<file path="src/u8d_pkg.sv">
`timescale 1ns / 1ps
// Shared types and constants for the UTF-8 stream decoder.
// Used by u8d_decode, u8d_emit, utf8_stream_decoder and the bench; depends on nothing.
package u8d_pkg;

  localparam int unsigned CP_W     = 21;
  localparam int unsigned REP_W    = 3;
  localparam int unsigned MAX_RUN  = 4;

  localparam logic [CP_W-1:0] REPLACEMENT = 21'h00FFFD;
  localparam logic [CP_W-1:0] CP_MAX      = 21'h10FFFF;
  localparam logic [CP_W-1:0] MIN_TWO     = 21'h000080;
  localparam logic [CP_W-1:0] MIN_THREE   = 21'h000800;
  localparam logic [CP_W-1:0] MIN_FOUR    = 21'h010000;
  localparam logic [CP_W-1:0] SURR_LO     = 21'h00D800;
  localparam logic [CP_W-1:0] SURR_HI     = 21'h00DFFF;

  // Continuations a lead asks for
  localparam logic [1:0] EXP_NONE  = 2'd0;
  localparam logic [1:0] EXP_ONE   = 2'd1;
  localparam logic [1:0] EXP_TWO   = 2'd2;
  localparam logic [1:0] EXP_THREE = 2'd3;

  // Results one byte causes: rep_count replacements, then an optional good code point
  typedef struct packed {
    logic [REP_W-1:0] rep_count;
    logic             has_good;
    logic [CP_W-1:0]  cp;
  } run_t;

endpackage

</file>
<file path="src/u8d_decode.sv">
`timescale 1ns / 1ps
// Byte classifier and sequence state for the UTF-8 stream decoder.
// Turns one accepted word into a run descriptor; depends on u8d_pkg.
module u8d_decode (
  input  logic                    clk,
  input  logic                    rst_n,
  input  logic                    cfg_wr_en,
  input  logic                    cfg_wr_data,
  input  logic                    take,
  input  logic [7:0]              byte_value,
  input  logic                    end_of_text,
  output u8d_pkg::run_t           run
);

  logic [1:0]                 exp_r, exp_nxt;
  logic [1:0]                 taken_r, taken_nxt;
  logic [u8d_pkg::CP_W-1:0]   pv_r, pv_nxt;
  logic                       allow_r;

  logic                       pending, is_cont;
  logic                       f_ascii, f_lead2, f_lead3, f_lead4, f_lead, f_bad;
  logic [1:0]                 taken_inc;
  logic [u8d_pkg::CP_W-1:0]   pv_shift, minimum;
  logic                       seq_ok;
  logic [u8d_pkg::REP_W-1:0]  pre, reps;

  always_ff @(posedge clk) begin
    if (!rst_n) begin
      allow_r <= 1'b0;
      exp_r   <= u8d_pkg::EXP_NONE;
      taken_r <= 2'd0;
      pv_r    <= '0;
    end else begin
      if (cfg_wr_en) begin
        allow_r <= cfg_wr_data;
      end
      if (take) begin
        exp_r   <= exp_nxt;
        taken_r <= taken_nxt;
        pv_r    <= pv_nxt;
      end
    end
  end

  always_comb begin
    pending   = (exp_r != u8d_pkg::EXP_NONE);
    is_cont   = (byte_value[7:6] == 2'b10);
    f_ascii   = !byte_value[7];
    f_lead2   = (byte_value[7:5] == 3'b110);
    f_lead3   = (byte_value[7:4] == 4'b1110);
    f_lead4   = (byte_value[7:3] == 5'b11110);
    f_lead    = f_lead2 || f_lead3 || f_lead4;
    f_bad     = !f_ascii && !f_lead;
    taken_inc = 2'(taken_r + 2'd1);
    // payload shifted up, upper bits fall off the 21-bit field
    pv_shift  = {pv_r[u8d_pkg::CP_W-7:0], byte_value[5:0]};

    case (exp_r)
      u8d_pkg::EXP_ONE: minimum = u8d_pkg::MIN_TWO;
      u8d_pkg::EXP_TWO: minimum = u8d_pkg::MIN_THREE;
      default:          minimum = u8d_pkg::MIN_FOUR;
    endcase
    seq_ok = (pv_shift >= minimum) && (pv_shift <= u8d_pkg::CP_MAX) &&
             (allow_r || pv_shift < u8d_pkg::SURR_LO || pv_shift > u8d_pkg::SURR_HI);

    exp_nxt   = u8d_pkg::EXP_NONE;
    taken_nxt = 2'd0;
    pv_nxt    = '0;
    reps      = '0;
    run.has_good = 1'b0;
    run.cp       = {{(u8d_pkg::CP_W-8){1'b0}}, byte_value};
    pre          = pending ? 3'({1'b0, taken_r} + 3'd1) : 3'd0;

    if (pending && is_cont) begin
      if (taken_inc >= exp_r) begin
        if (seq_ok) begin
          run.has_good = 1'b1;
          run.cp       = pv_shift;
        end else begin
          reps = 3'({1'b0, exp_r} + 3'd1);
        end
      end else if (end_of_text) begin
        reps = 3'({1'b0, taken_inc} + 3'd1);
      end else begin
        exp_nxt   = exp_r;
        taken_nxt = taken_inc;
        pv_nxt    = pv_shift;
      end
    end else begin
      // broken sequence (if any) flushes first, then the byte decodes afresh
      reps         = 3'(pre + {2'b00, f_bad} + {2'b00, f_lead && end_of_text});
      run.has_good = f_ascii;
      if (f_lead && !end_of_text) begin
        if (f_lead2) begin
          exp_nxt = u8d_pkg::EXP_ONE;
          pv_nxt  = {{(u8d_pkg::CP_W-5){1'b0}}, byte_value[4:0]};
        end else if (f_lead3) begin
          exp_nxt = u8d_pkg::EXP_TWO;
          pv_nxt  = {{(u8d_pkg::CP_W-4){1'b0}}, byte_value[3:0]};
        end else begin
          exp_nxt = u8d_pkg::EXP_THREE;
          pv_nxt  = {{(u8d_pkg::CP_W-3){1'b0}}, byte_value[2:0]};
        end
      end
    end

    // a run never holds more than four results
    if (reps > 3'(u8d_pkg::MAX_RUN)) begin
      run.rep_count = 3'(u8d_pkg::MAX_RUN);
    end else begin
      run.rep_count = reps;
    end
  end

endmodule

</file>
<file path="src/u8d_emit.sv">
`timescale 1ns / 1ps
// Result register for the UTF-8 stream decoder: holds one run descriptor
// and plays it out one word per cycle while out_stall is low. Depends on u8d_pkg.
module u8d_emit (
  input  logic                    clk,
  input  logic                    rst_n,
  input  logic                    load,
  input  u8d_pkg::run_t           run,
  output logic                    busy,
  output logic                    out_valid,
  input  logic                    out_stall,
  output logic [20:0]             out_scalar,
  output logic                    out_is_error,
  output logic                    out_run_last
);

  logic                       valid_r, valid_nxt;
  logic [u8d_pkg::REP_W-1:0]  rep_r, rep_nxt;
  logic                       good_r, good_nxt;
  logic [u8d_pkg::CP_W-1:0]   cp_r;
  logic                       pop, last;

  always_comb begin
    last = (rep_r == 3'd0) || (rep_r == 3'd1 && !good_r);
    pop  = valid_r && !out_stall;
    // stay busy unless the final word of the run leaves this cycle
    busy = valid_r && !(pop && last);

    valid_nxt = valid_r;
    rep_nxt   = rep_r;
    good_nxt  = good_r;
    if (pop) begin
      if (last) begin
        valid_nxt = 1'b0;
      end else if (rep_r != 3'd0) begin
        rep_nxt = 3'(rep_r - 3'd1);
      end
    end
    if (load) begin
      valid_nxt = 1'b1;
      rep_nxt   = run.rep_count;
      good_nxt  = run.has_good;
    end
  end

  always_ff @(posedge clk) begin
    if (!rst_n) begin
      valid_r <= 1'b0;
      rep_r   <= '0;
      good_r  <= 1'b0;
    end else begin
      valid_r <= valid_nxt;
      rep_r   <= rep_nxt;
      good_r  <= good_nxt;
    end
  end

  always_ff @(posedge clk) begin
    if (load) begin
      cp_r <= run.cp;
    end
  end

  assign out_valid    = valid_r;
  assign out_is_error = (rep_r != 3'd0);
  assign out_scalar   = (rep_r != 3'd0) ? u8d_pkg::REPLACEMENT : cp_r;
  assign out_run_last = last;

endmodule

</file>
<file path="src/utf8_stream_decoder.sv">
`timescale 1ns / 1ps
// Top level of the UTF-8 stream decoder; instantiates u8d_decode and u8d_emit,
// uses u8d_pkg.
//
// Decodes one byte per accepted word into zero to four 21-bit code points.
// Each byte is classified and folded into the pending sequence in the cycle it
// is accepted; its results sit in a single result register and leave one word
// per cycle while out_stall is low, so bytes that yield one result (or none)
// stream at one per cycle. A byte that yields more than one result holds the input
// stalled while the result register plays out its replacements (U+FFFD, is_error set).
// Bad leads, rejected sequences (overlong, above 10FFFF, surrogates unless
// cfg_wr_data=1 was written), broken sequences and a sequence left open at
// end_of_text all produce replacements; run_last marks the final result of a byte.
module utf8_stream_decoder (
  input  logic        clk,
  input  logic        rst_n,
  input  logic        cfg_wr_en,
  input  logic        cfg_wr_data,
  input  logic        in_valid,
  output logic        in_stall,
  input  logic [7:0]  in_byte_value,
  input  logic        in_end_of_text,
  output logic        out_valid,
  input  logic        out_stall,
  output logic [20:0] out_scalar,
  output logic        out_is_error,
  output logic        out_run_last
);

  u8d_pkg::run_t run;
  logic          take, busy, load;

  assign in_stall = busy;
  assign take     = in_valid && !busy;
  // drop runs that produce nothing
  assign load     = take && (run.has_good || run.rep_count != 3'd0);

  u8d_decode u_decode (
    .clk         (clk),
    .rst_n       (rst_n),
    .cfg_wr_en   (cfg_wr_en),
    .cfg_wr_data (cfg_wr_data),
    .take        (take),
    .byte_value  (in_byte_value),
    .end_of_text (in_end_of_text),
    .run         (run)
  );

  u8d_emit u_emit (
    .clk          (clk),
    .rst_n        (rst_n),
    .load         (load),
    .run          (run),
    .busy         (busy),
    .out_valid    (out_valid),
    .out_stall    (out_stall),
    .out_scalar   (out_scalar),
    .out_is_error (out_is_error),
    .out_run_last (out_run_last)
  );

endmodule

</file>
<file path="config.mk">
export PLATFORM = sky130hd
export DESIGN_NAME = utf8_stream_decoder
export DESIGN_NICKNAME = d
export VERILOG_FILES = /design/src/u8d_pkg.sv /design/src/u8d_decode.sv /design/src/u8d_emit.sv /design/src/utf8_stream_decoder.sv
export SDC_FILE = /design/constraint.sdc
export NUM_CORES = 1
export LEC_CHECK = 0
export BUFFER_PORTS_ARGS = -buffer_cell sky130_fd_sc_hd__buf_4
export CORE_ASPECT_RATIO = 2
export CORE_UTILIZATION = 50
export CTS_CLUSTER_DIAMETER = 50
export DETAILED_ROUTE_END_ITERATION = 10
export GPL_TIMING_DRIVEN = 0
export PLACE_DENSITY = 0.72
export SLEW_MARGIN = 20
export SYNTH_ARGS = -nofsm -noshare
export SYNTH_HDL_FRONTEND = slang
export SYNTH_SLANG_ARGS = --single-unit
export TNS_END_PERCENT = 5
</file>
<file path="constraint.sdc">
create_clock -name clk -period 5.3 [get_ports clk]
set_clock_uncertainty 0.1 [all_clocks]
set_input_delay 0.795 -clock clk [delete_from_list [all_inputs] [get_ports clk]]
set_output_delay 0.795 -clock clk [all_outputs]
set_load 0.01 [all_outputs]
</file>
# After elaboration in Yosys (flattened, before gate mapping)
# Index checks and enable logic that the tools add are counted.
# W data, S select, Z words.
[totals]
register_bits = 46
latchBits = 0
ram_bits = 0
romBits = 0
inputBits = 15
out_inout_bits = 25
memories = 0
[op_classes]
n_addsub = 7
multipliers = 0
div_mod_pow = 0
order_cmp = 6
eq_ne = 9
n_shift = 0
mux = 34
n_bitwise = 0
n_reduce_logical = 36
[ops]
columns = ["operator", "count"]
rows = [
  ["$mux W15", 5],
  ["$mux W22", 2],
  ["$pmux W17 S2", 1],
  ["$mux W3", 10],
  ["$ge A21 B17 Y1", 1],
  ["$gt A21 B16 Y1 const B", 1],
  ["$le A21 B21 Y1 const B", 1],
  ["$lt A21 B16 Y1 const B", 1],
  ["$mux W21", 1],
  ["$mux W2", 8],
  ["$logic_and A1 B1 Y1", 12],
  ["$add A2 B1 Y3 const B", 3],
  ["$mux W8", 1],
  ["$reduce_bool A2 Y1", 4],
  ["$logic_not A1 Y1", 7],
  ["$add A3 B1 Y3", 2],
  ["$logic_or A1 B1 Y1", 6],
  ["$reduce_and A3 Y1", 2],
  ["$reduce_bool A3 Y1", 2],
  ["$eq A5 B5 Y1 const B", 1],
  ["$mux W1", 5],
  ["$eq A2 B2 Y1 const B", 2],
  ["$eq A4 B4 Y1 const B", 1],
  ["$mux W4", 1],
  ["other kinds (11)", 12],
]

# Longest topological paths before layout
# Gate-level depths: netlist of run 1.
[depth]
ltp_word = 15
mapped_depth = 12
ltp_nobuf = 11

# Cells and area by module
# From an unflattened synthesis of run 1, not the netlist that was laid out.
[hier_totals]
cells_unflattened = 250
hier_area_um2 = 2597.5
[modules_own_cells]
columns = ["module", "n_inst", "cells_each", "area_per_inst_um2", "seq_area_each_um2"]
rows = [
  ["u8d_decode", 1, 164, 1480.2, 400.4],
  ["u8d_emit", 1, 84, 1099.8, 730.7],
  ["utf8_stream_decoder", 1, 2, 17.5, 0.0],
]

# Worst setup path after synthesis of run 1
# Ideal clock, no wire load.
[synth_path]
path_kind = "input -> register"
startpoint = "input in_end_of_text"
endpoint = "register u_emit.cp_r[0] in the netlist's numbering (enable)"
setup_time_ns = 0.406
arrival_ns = 3.467
t_required_ns = 4.794
slack_ns = 1.327
cell_stages = 9
path_cell_list = "clkbuf_1 nand4_1 fa_1 nand2_1 inv_1 o21ai_0 o21ba_2 a21boi_1 a21oi_1"
[synth_via]
elab_chain_cells = 8
elab_cells_between_ends = 10
cone_classes = "1 x add/sub; 1 x order compare; 4 x mux; 4 x reduce/logical"
[synth_rtl]
columns = ["item", "line", "rtl"]
rows = [
  ["from (decl)", "utf8_stream_decoder.sv:22", "input logic in_end_of_text,"],
  ["$logic_and A1 B1 Y1 / $mux W3 (equally long branches)", "u8d_decode.sv:91, u8d_decode.sv:82", ""],
  ["$add A3 B1 Y3 / $mux W3 (equally long branches)", "u8d_decode.sv:91, u8d_decode.sv:75", ""],
  ["$mux W3 *", "u8d_decode.sv:74", "if (pending && is_cont) begin"],
  ["$gt A3 B3 Y1", "u8d_decode.sv:108", "if (reps > 3'(u8d_pkg::MAX_RUN)) begin"],
  ["$mux W3 *", "u8d_decode.sv:108", ""],
  ["$reduce_bool A3 Y1 *", "utf8_stream_decoder.sv:36", "assign load = take && (run.has_good || run.rep_count != 3'd0);"],
  ["$logic_or A1 B1 Y1 *", "utf8_stream_decoder.sv:36", ""],
  ["$logic_and A1 B1 Y1 *", "utf8_stream_decoder.sv:36", ""],
  ["via load", "utf8_stream_decoder.sv:31", "logic take, busy, load;"],
  ["to (signal assigned)", "u8d_emit.sv:60", "cp_r <= run.cp;"],
  ["to (decl)", "u8d_emit.sv:20", "logic [u8d_pkg::CP_W-1:0] cp_r;"],
]
# Mark *: on every way through the listed nets, which the timed path passes. The rest lies on a longest branch.
# A chain may end at the register's enable or synchronous reset.

# Worst setup path after layout of run 1
[layout_path]
startpoint = "register u_decode.exp_r[0]"
endpoint = "register u_emit.cp_r[1] in the netlist's numbering (enable)"
[layout_via]
elab_chain_cells = 13
elab_cells_between_ends = 24
cone_classes = "3 x add/sub; 3 x order compare; 2 x eq/ne; 9 x mux; 7 x reduce/logical"
[layout_rtl]
columns = ["item", "line", "rtl"]
rows = [
  ["from (decl)", "u8d_decode.sv:15", "logic [1:0] exp_r, exp_nxt;"],
  ["from (signal assigned)", "u8d_decode.sv:30", "exp_r <= u8d_pkg::EXP_NONE;"],
  ["from (signal assigned)", "u8d_decode.sv:38", "exp_r <= exp_nxt;"],
  ["$eq A2 B2 Y1 / $eq A2 B1 Y1 (equally long branches)", "u8d_decode.sv:58", "case (exp_r)"],
  ["$pmux W17 S2", "u8d_decode.sv:58", ""],
  ["$ge A21 B17 Y1", "u8d_decode.sv:63", "seq_ok = (pv_shift >= minimum) && (pv_shift <= u8d_pkg::CP_MAX) &&"],
  ["$logic_and A1 B1 Y1 (2 in series)", "u8d_decode.sv:63", ""],
  ["$mux W3", "u8d_decode.sv:76", "if (seq_ok) begin"],
  ["$mux W3", "u8d_decode.sv:75", "if (taken_inc >= exp_r) begin"],
  ["$mux W3", "u8d_decode.sv:74", ""],
  ["$gt A3 B3 Y1", "u8d_decode.sv:108", ""],
  ["$mux W3", "u8d_decode.sv:108", ""],
  ["$reduce_bool A3 Y1", "utf8_stream_decoder.sv:36", ""],
  ["$logic_or A1 B1 Y1 *", "utf8_stream_decoder.sv:36", ""],
  ["$logic_and A1 B1 Y1 *", "utf8_stream_decoder.sv:36", ""],
  ["via load", "utf8_stream_decoder.sv:31", ""],
]
# Marks and branches as above.

==> metrics.md, run 1 <==
| Metric | Value |
|---|---|
| Run status | finished clean |
| Max_cap viols | 0 |
| Hold path endpoint | u_decode.pv_r[12] |
| Detailed-router iteration count before antenna repair | 4 |
| Kind of capture point of the worst setup path | flop |
| Synthesis-to-finish area growth | 17.7% |
| Critical path class | flop to flop |
| Area of the mapped netlist | 2560 um^2 |
| Unrepaired setup endpoints after global routing | false |
| WL met3 | 196 um |
| Post-synthesis average cell area | 9.03 um^2 |
| Net Count, Synth | 315 |
| Nets | 361 |
| Count of final max-slew check failures | 0 |
| # Post-CTS Setup Buffers | 0 |
| Clock network latency to the later pin of the worst-skew pair | 0.30 ns |
| Startpoint types | flop |
| Area of the multi-input gates | 1330 um^2 |
| Netlist cell types | 49 |
| Final ANT Viol Nets | 0 |
| Number of CTS-inserted buffers | 5 |
| Crit Path Max Fanout | 15 |
| Sequential cell area in the final layout | 1130 um^2 |
| Die Y | 103 um |
| Final Wtd Congestion | 0.925 |
| Crit path cell chain | inv_1 -> ha_1 -> inv_1 -> ha_1 -> nand2_1 -> nor4_1 -> o41a_1 -> o211ai_2 -> a31oi_1 -> or2_1 -> a21oi_2 -> buf_6 |
| Endpoint required time on the critical path | 5.20 ns |
| Actual transition at the worst max-transition pin | 0.658 ns |
| Wire length on met1 | 2030 um |
| Vias | 2,211 |
| Half-perimeter wire length after placement | 4540 um |
| Number of sinks driven by the clock tree | 46 |
| RR Startpoint | u_decode.exp_r[0] |
| Routed via count divided by cell count | 5.70 |
| Antenna violations before repair | 0 |
| Worst path max stage delay | 0.43 ns |
| Warning count from the yosys run | 0 |
| Number of placement rows | 36 |
| Maximum buffer depth of the clock tree | 2 |
| Die Wd | 52.6 um |
| Worst hold path depth | 2 |
| Power density cells | 253 nW/um^2 |
| Critical path arrival | 3.38 ns |
| Vias in the first global route | 2,068 |
| Number of enable flip-flop cells after synthesis | 21 |
| Hold/Removal Path Class | flop to flop |
| Antenna Diode Count | 0 |
| Worst max-slew margin expressed relative to the limit | 55.8% |
| Final critical-path required period | 3.48 ns |
| Clock-pin slew on the worst setup and hold paths | 0.08 ns |
| Share of cells above drive strength 1 | 16.0% |
| Number of storage elements in the synthesis netlist | 46 |
| Static Leak | 1.20 nW |
| Terminus of the critical flop-to-flop path | u_emit.cp_r[1] |
| Die Area | 5440 um^2 |
| DRC violation count after routing | 0 |
| Number of cells on the worst reg-to-reg path | 12 |
| Top-level port count | 40 |
| Global-route wire length before repair | 9470 um |
| Buffer type at the clock tree root | sky130_fd_sc_hd__clkbuf_8 |
| Routed length per placed instance | 14.8 um |
| Most used flip-flop cell after synthesis | sky130_fd_sc_hd__dfxtp_1 |
| WL met2 | 3310 um |
| Cts hold-fix bufs | 0 |
| Worst-case vdd ir drop | 0.000274 V |
| Hold Vio Cnt, Final | 0 |
| Sequential area share after synthesis | 44.1% |
| Total routing usage reported by global routing | 23.8% |
| Largest net degree at the start of global routing | 16 |
| Post-Route WL | 5750 um |
| Power, Total | 0.000764 W |
| Delay-heaviest family, CP | compound AO/OA/AOI/OAI gates |
| TritonCTS clock tree | built |
| I/O Buffers | 38 |
| Effective utilization at floorplan | 52.2% |
| Fill count | 459 |
| Final period utilization | 65.6% |
| Fraction of registers with async set/reset | 0% |
| Highest metal layer with signal wires | met4 |
| Core region area | 4910 um^2 |
| Final setup viols | 0 |
| Cell with the largest stage delay on the worst path | sky130_fd_sc_hd__dfxtp_1 |
| Initial detailed-routing violation count | 39 |
| Maximum frequency from static timing analysis | 0.288 GHz |
| Register-to-Register Setup Slack | 1.82 ns |
| Origin of the worst min-delay path | u_decode.pv_r[12] |
| Count of cells resized by post-cts repair | 0 |
| Grt ovf | 0 |
| Total buffers and inverters traversed by the critical path | 3 |
| Post-Syn Instances | 284 |
| Depth of the CTS H-tree | 2 |
| Total negative slack for setup checks | 0 ns |
logic make-up after synthesis:
kind of cell | count (synthesis) | synth area share, %
multiplexers | 1 | 0.390
AO/OA/AOI/OAI | 57 | 14.6
AND/OR/NAND/NOR | 131 | 27.2
XOR/XNOR | 4 | 1.37
flip-flops | 46 | 44.1
adder cells (fa/ha/maj) | 16 | 8.10
buffers and inverters | 29 | 4.24
worst reg2reg max path, delay by kind of cell (launching register included):
kind,cells,cell delay (ns)
adders and majority gates,2,0.43
AOI/OAI and AO/OA,4,1.38
buffers and inverters,3,0.40
and+or+nand+nor,3,0.43
DFF,1,0.43
flip-flops by register name, summed over array words and instances (netlist names):
name	flops
u_decode.exp_r	2
u_emit.cp_r	21
u_decode.taken_r	2
u_decode.allow_r	1
u_emit.out_valid	1
u_emit.rep_r	3
u_emit.good_r	1
u_decode.pv_r	15
cell usage after synthesis, types with 2 or more instances:
master / n / area (um^2)
sky130_fd_sc_hd__nand2_1: 31 / 116
sky130_fd_sc_hd__dfxtp_1: 25 / 500
sky130_fd_sc_hd__a21oi_1: 22 / 110
sky130_fd_sc_hd__and2_1: 22 / 138
sky130_fd_sc_hd__edfxtp_1: 21 / 631
sky130_fd_sc_hd__nand2b_1: 18 / 113
sky130_fd_sc_hd__nand3_1: 17 / 85.1
sky130_fd_sc_hd__inv_1: 16 / 60.1
sky130_fd_sc_hd__ha_1: 15 / 188
sky130_fd_sc_hd__clkbuf_1: 13 / 48.8
sky130_fd_sc_hd__nor2_1: 12 / 45.0
sky130_fd_sc_hd__o21ai_0: 8 / 40.0
sky130_fd_sc_hd__nor3_1: 6 / 30.0
sky130_fd_sc_hd__or4_1: 5 / 37.5
sky130_fd_sc_hd__nand4_1: 4 / 25.0
sky130_fd_sc_hd__nor2b_1: 4 / 25.0
sky130_fd_sc_hd__o211ai_1: 4 / 30.0
sky130_fd_sc_hd__a211oi_1: 3 / 22.5
sky130_fd_sc_hd__nor4_1: 3 / 18.8
sky130_fd_sc_hd__xnor2_1: 3 / 26.3
sky130_fd_sc_hd__a21o_1: 2 / 15.0
sky130_fd_sc_hd__a31oi_1: 2 / 12.5
sky130_fd_sc_hd__or3_1: 2 / 12.5
layer usage:
layer / GRT usage, % / vias up
li1: - / 1091
met1: 22.8 / 1046
met2: 46.3 / 55
met3: 2.63 / 19
met4: 13.0 / 0
met5: 0 / -
through the flow:
stage	utilization (%)	worst slack (ns)	cell area (um^2)	std cells	hold slack, ns
finish	61.5	1.82	3020	388	0.388
detailed placement	59.8	1.66	2940	380	0.381
global route	61.5	1.59	3020	388	0.421
CTS	61.5	1.86	3020	388	0.389
global placement	59.5	0.775	2920	379	0.370
floorplan	-	1.33	2560	284	0.347
cells in the final DEF, fill, tap and decap left out, types with 4 or more instances in the layout:
master	count
sky130_fd_sc_hd__o211ai_1	4
sky130_fd_sc_hd__and2_1	22
sky130_fd_sc_hd__nand3_1	17
sky130_fd_sc_hd__clkbuf_8	5
sky130_fd_sc_hd__o21ai_0	8
sky130_fd_sc_hd__dfxtp_1	25
sky130_fd_sc_hd__or4_1	5
sky130_fd_sc_hd__nand2b_1	18
sky130_fd_sc_hd__inv_1	16
sky130_fd_sc_hd__nor2_1	12
sky130_fd_sc_hd__nor3_1	6
sky130_fd_sc_hd__a21oi_1	21
sky130_fd_sc_hd__buf_4	38
sky130_fd_sc_hd__ha_1	15
sky130_fd_sc_hd__nand4_1	4
sky130_fd_sc_hd__nor2b_1	4
sky130_fd_sc_hd__clkbuf_1	14
sky130_fd_sc_hd__edfxtp_1	21
sky130_fd_sc_hd__nand2_1	31
cell type report:
class / instances / area share, %
multi-input cells: 209 / 44.0
clock inverters: 2 / 0.332
inverters: 16 / 1.99
flip-flops and latches: 46 / 37.5
well taps: 57 / 2.36
plain buffers: 13 / 1.62
repair buffers: 39 / 9.82
clock buffers: 6 / 2.40
where the power goes:
part | internal (W) | leakage (nW) | switching, W | total (W)
sequential | 0.000388 | 0.406 | 0.00000565 | 0.000394
combinational | 0.0000744 | 0.746 | 0.0000903 | 0.000165
clock | 0.0000915 | 0.0450 | 0.000114 | 0.000205
total | 0.000554 | 1.20 | 0.000210 | 0.000764
how the worst max path moves through the flow:
stage                      startpoint         endpoint  cells past startpoint
global route        u_decode.exp_r[0]  u_emit.cp_r[19]                     12
CTS                 u_decode.exp_r[0]  u_emit.cp_r[15]                     11
global placement       in_end_of_text  u_emit.cp_r[14]                      9
floorplan              in_end_of_text   u_emit.cp_r[0]                      9
detailed placement   in_byte_value[4]  u_emit.cp_r[15]                     11
finish              u_decode.exp_r[0]   u_emit.cp_r[1]                     12
No activity file was read; power rests on OpenSTA's default activity.
==> run 2, diff against run 1 <==
- PLACE_DENSITY: 0.72 -> 0.74
- clock period: 5.3 -> 3.1 ns (I/O delays scaled with it)
==> run 2 against run 1 <==
Net effect:
- clock-buffer cell count unchanged
- sequential share of layout area down 1.5 points
- maximum frequency up 14%
- highest routed layer unchanged
==> metrics.md, run 2 (same netlist as run 1, synthesis figures left out) <==
| Metric | Value |
|---|---|
| Commonest cells after routing, fill and taps aside | sky130_fd_sc_hd__buf_4 (42), sky130_fd_sc_hd__nand2_1 (31), sky130_fd_sc_hd__dfxtp_1 (23), sky130_fd_sc_hd__and2_1 (22) |
| Antenna Diode Count | 0 (unchanged) |
| Grt ovf | 0 (unchanged) |
| Crit Path Max Fanout | 11 (-4) |
| Critical path class | flop to flop |
| Total routing usage reported by global routing | 23.1% (-0.66 points) |
| Die Wd | 52.6 um (unchanged) |
| Routed via count divided by cell count | 5.64 (-1.0%) |
| Register-to-Register Setup Slack | 0.05 ns (-1.77 ns) |
| Run status | finished clean |
| Static Leak | 1.25 nW (+4.1%) |
| TritonCTS clock tree | built |
| Half-perimeter wire length after placement | 4230 um (-6.9%) |
| Util after Layout | 64.3% (+2.8 points) |
| Cts hold-fix bufs | 0 (unchanged) |
| Register with the most flip-flops | u_emit.cp_r |
| Number of sinks driven by the clock tree | 46 (unchanged) |
| DRC violation count after routing | 0 (unchanged) |
| Vias | 2,228 (+0.77%) |
| Power density cells | 422 nW/um^2 (+67%) |
| Power, Total | 0.00133 W (+74%) |
| Max reg flops | 21 (unchanged) |
| Count of final max-slew check failures | 0 (unchanged) |
| Vias in the first global route | 2,068 (unchanged) |
| Number of placement rows | 36 (unchanged) |
| Actual transition at the worst max-transition pin | 0.743 ns (+0.0854 ns) |
| Endpoint required time on the critical path | 3.02 ns (-2.18 ns) |
| Effective utilization at floorplan | 52.2% (unchanged) |
| Final setup viols | 0 (unchanged) |
| Critical path arrival | 2.97 ns (-0.41 ns) |
| Maximum buffer depth of the clock tree | 2 (unchanged) |
| Top-level port count | 40 (unchanged) |
| Synthesis-to-finish area growth | 23.0% |
| I/O Buffers | 38 (unchanged) |
| Startpoint types | flop |
| Buffer type at the clock tree root | sky130_fd_sc_hd__clkbuf_8 |
| Clock-pin slew on the worst setup and hold paths | 0.08 ns (about the same) |
| Antenna violations before repair | 0 (unchanged) |
| Share of cells above drive strength 1 | 20.1% (+4.1 points) |
| Worst max-slew margin expressed relative to the limit | 50.5% (-5.4 points) |
| Worst-case vdd ir drop | 0.000423 V (+54%) |
| Die Y | 103 um (unchanged) |
| Largest registers | u_emit.cp_r (21), u_decode.pv_r (15), u_emit.rep_r (3) |
| Global-route wire length before repair | 9230 um (-2.6%) |
| Depth of the CTS H-tree | 2 (unchanged) |
| Largest net degree at the start of global routing | 15 (-1) |
| Clock network latency to the later pin of the worst-skew pair | 0.31 ns (about the same) |
| Nets | 368 (+1.9%) |
| Detailed-router iteration count before antenna repair | 4 (unchanged) |
| Initial detailed-routing violation count | 69 (+77%) |
| Final period utilization | 98.2% (+33 points) |
| Post-Route WL | 5610 um (-2.5%) |
| Final critical-path required period | 3.05 ns (-0.432 ns) |
| Core region area | 4910 um^2 (unchanged) |
| Number of CTS-inserted buffers | 5 (unchanged) |
| Hold Vio Cnt, Final | 0 (unchanged) |
| Final ANT Viol Nets | 0 (unchanged) |
| Die Area | 5440 um^2 (unchanged) |
| Max_cap viols | 0 (unchanged) |
| Most common library cell in the layout ignoring fill and taps | sky130_fd_sc_hd__buf_4 |
| Hold/Removal Path Class | input port to flop |
| Unrepaired setup endpoints after global routing | true |
| Routed length per placed instance | 14.2 um (-4.2%) |
| Final Wtd Congestion | 0.866 (-6.3%) |
| Maximum frequency from static timing analysis | 0.328 GHz (+14%) |
| Kind of capture point of the worst setup path | flop |
run 2: layer usage:
metal | vias to the layer above | global-route usage [%] | routed length (um)
met2 | 58 | 41.7 | 3050
met4 | 0 | 13.0 | 194
met1 | 1043 | 24.3 | 2160
met5 | - | 0 | 0
li1 | 1111 | - | -
met3 | 16 | 3.95 | 205
run 2: path summary, 6_finish.rpt:
path / endpoint / cells after the start / start
setup / recovery: u_emit.cp_r[18] / 11 / u_decode.exp_r[0]
hold / removal: u_emit.cp_r[3] / 1 / in_byte_value[3]
setup reg to reg: u_emit.cp_r[18] / 11 / u_decode.exp_r[0]
hold reg to reg: u_decode.pv_r[12] / 2 / u_decode.pv_r[12]
run 2: critical path, stage by stage (launching register included):
cell and delay [ns]:
sky130_fd_sc_hd__dfxtp_2 0.36, sky130_fd_sc_hd__inv_2 0.08, sky130_fd_sc_hd__ha_1 0.14, sky130_fd_sc_hd__inv_1 0.05
sky130_fd_sc_hd__ha_1 0.17, sky130_fd_sc_hd__or4_1 0.39, sky130_fd_sc_hd__o41a_1 0.37, sky130_fd_sc_hd__o211ai_4 0.31
sky130_fd_sc_hd__a31oi_4 0.16, sky130_fd_sc_hd__or2_4 0.29, sky130_fd_sc_hd__a21oi_4 0.18, sky130_fd_sc_hd__buf_12 0.15
run 2: repair_timing:
item                                    in CTS  in global routing
pin swaps                                    3                  3
hold endpoints to repair                     0                  0
resized for setup                            7                  8
endpoints found under the setup margin      21                 34
cloned                                       1                  0
setup buffers                                4                  3
run 2: layout make-up:
class                   count  area, um^2
well taps                  57        71.3
repair buffers             45         358
clock buffers               6        72.6
flip-flops and latches     46        1130
fillers                   442        1750
plain buffers              13        48.8
clock inverters             2        13.8
multi-input cells         210        1400
inverters                  16        60.1
run 2: metrics by stage:
| step | hold slack (ns) | TNS, ns | instance area (um^2) | setup slack (ns) | cells |
|---|---|---|---|---|---|
| 3_3_place_gp | 0.362 | -7.53 | 2930 | -0.359 | 379 |
| 2_1_floorplan | 0.347 | 0 | 2580 | 0.0331 | 284 |
| 5_1_grt | 0.263 | -1.66 | 3160 | -0.0656 | 395 |
| 6_report | 0.275 | 0 | 3160 | 0.0544 | 395 |
| 4_1_cts | 0.269 | 0 | 3110 | 0.00852 | 392 |
| 3_5_place_dp | 0.377 | -7.86 | 2930 | -0.375 | 379 |
run 2: where the power goes:
group | switching [W] | internal (W) | leakage [nW]
clock | 0.000195 | 0.000159 | 0.0452
sequential | 0.00000939 | 0.000664 | 0.407
combinational | 0.000162 | 0.000141 | 0.794
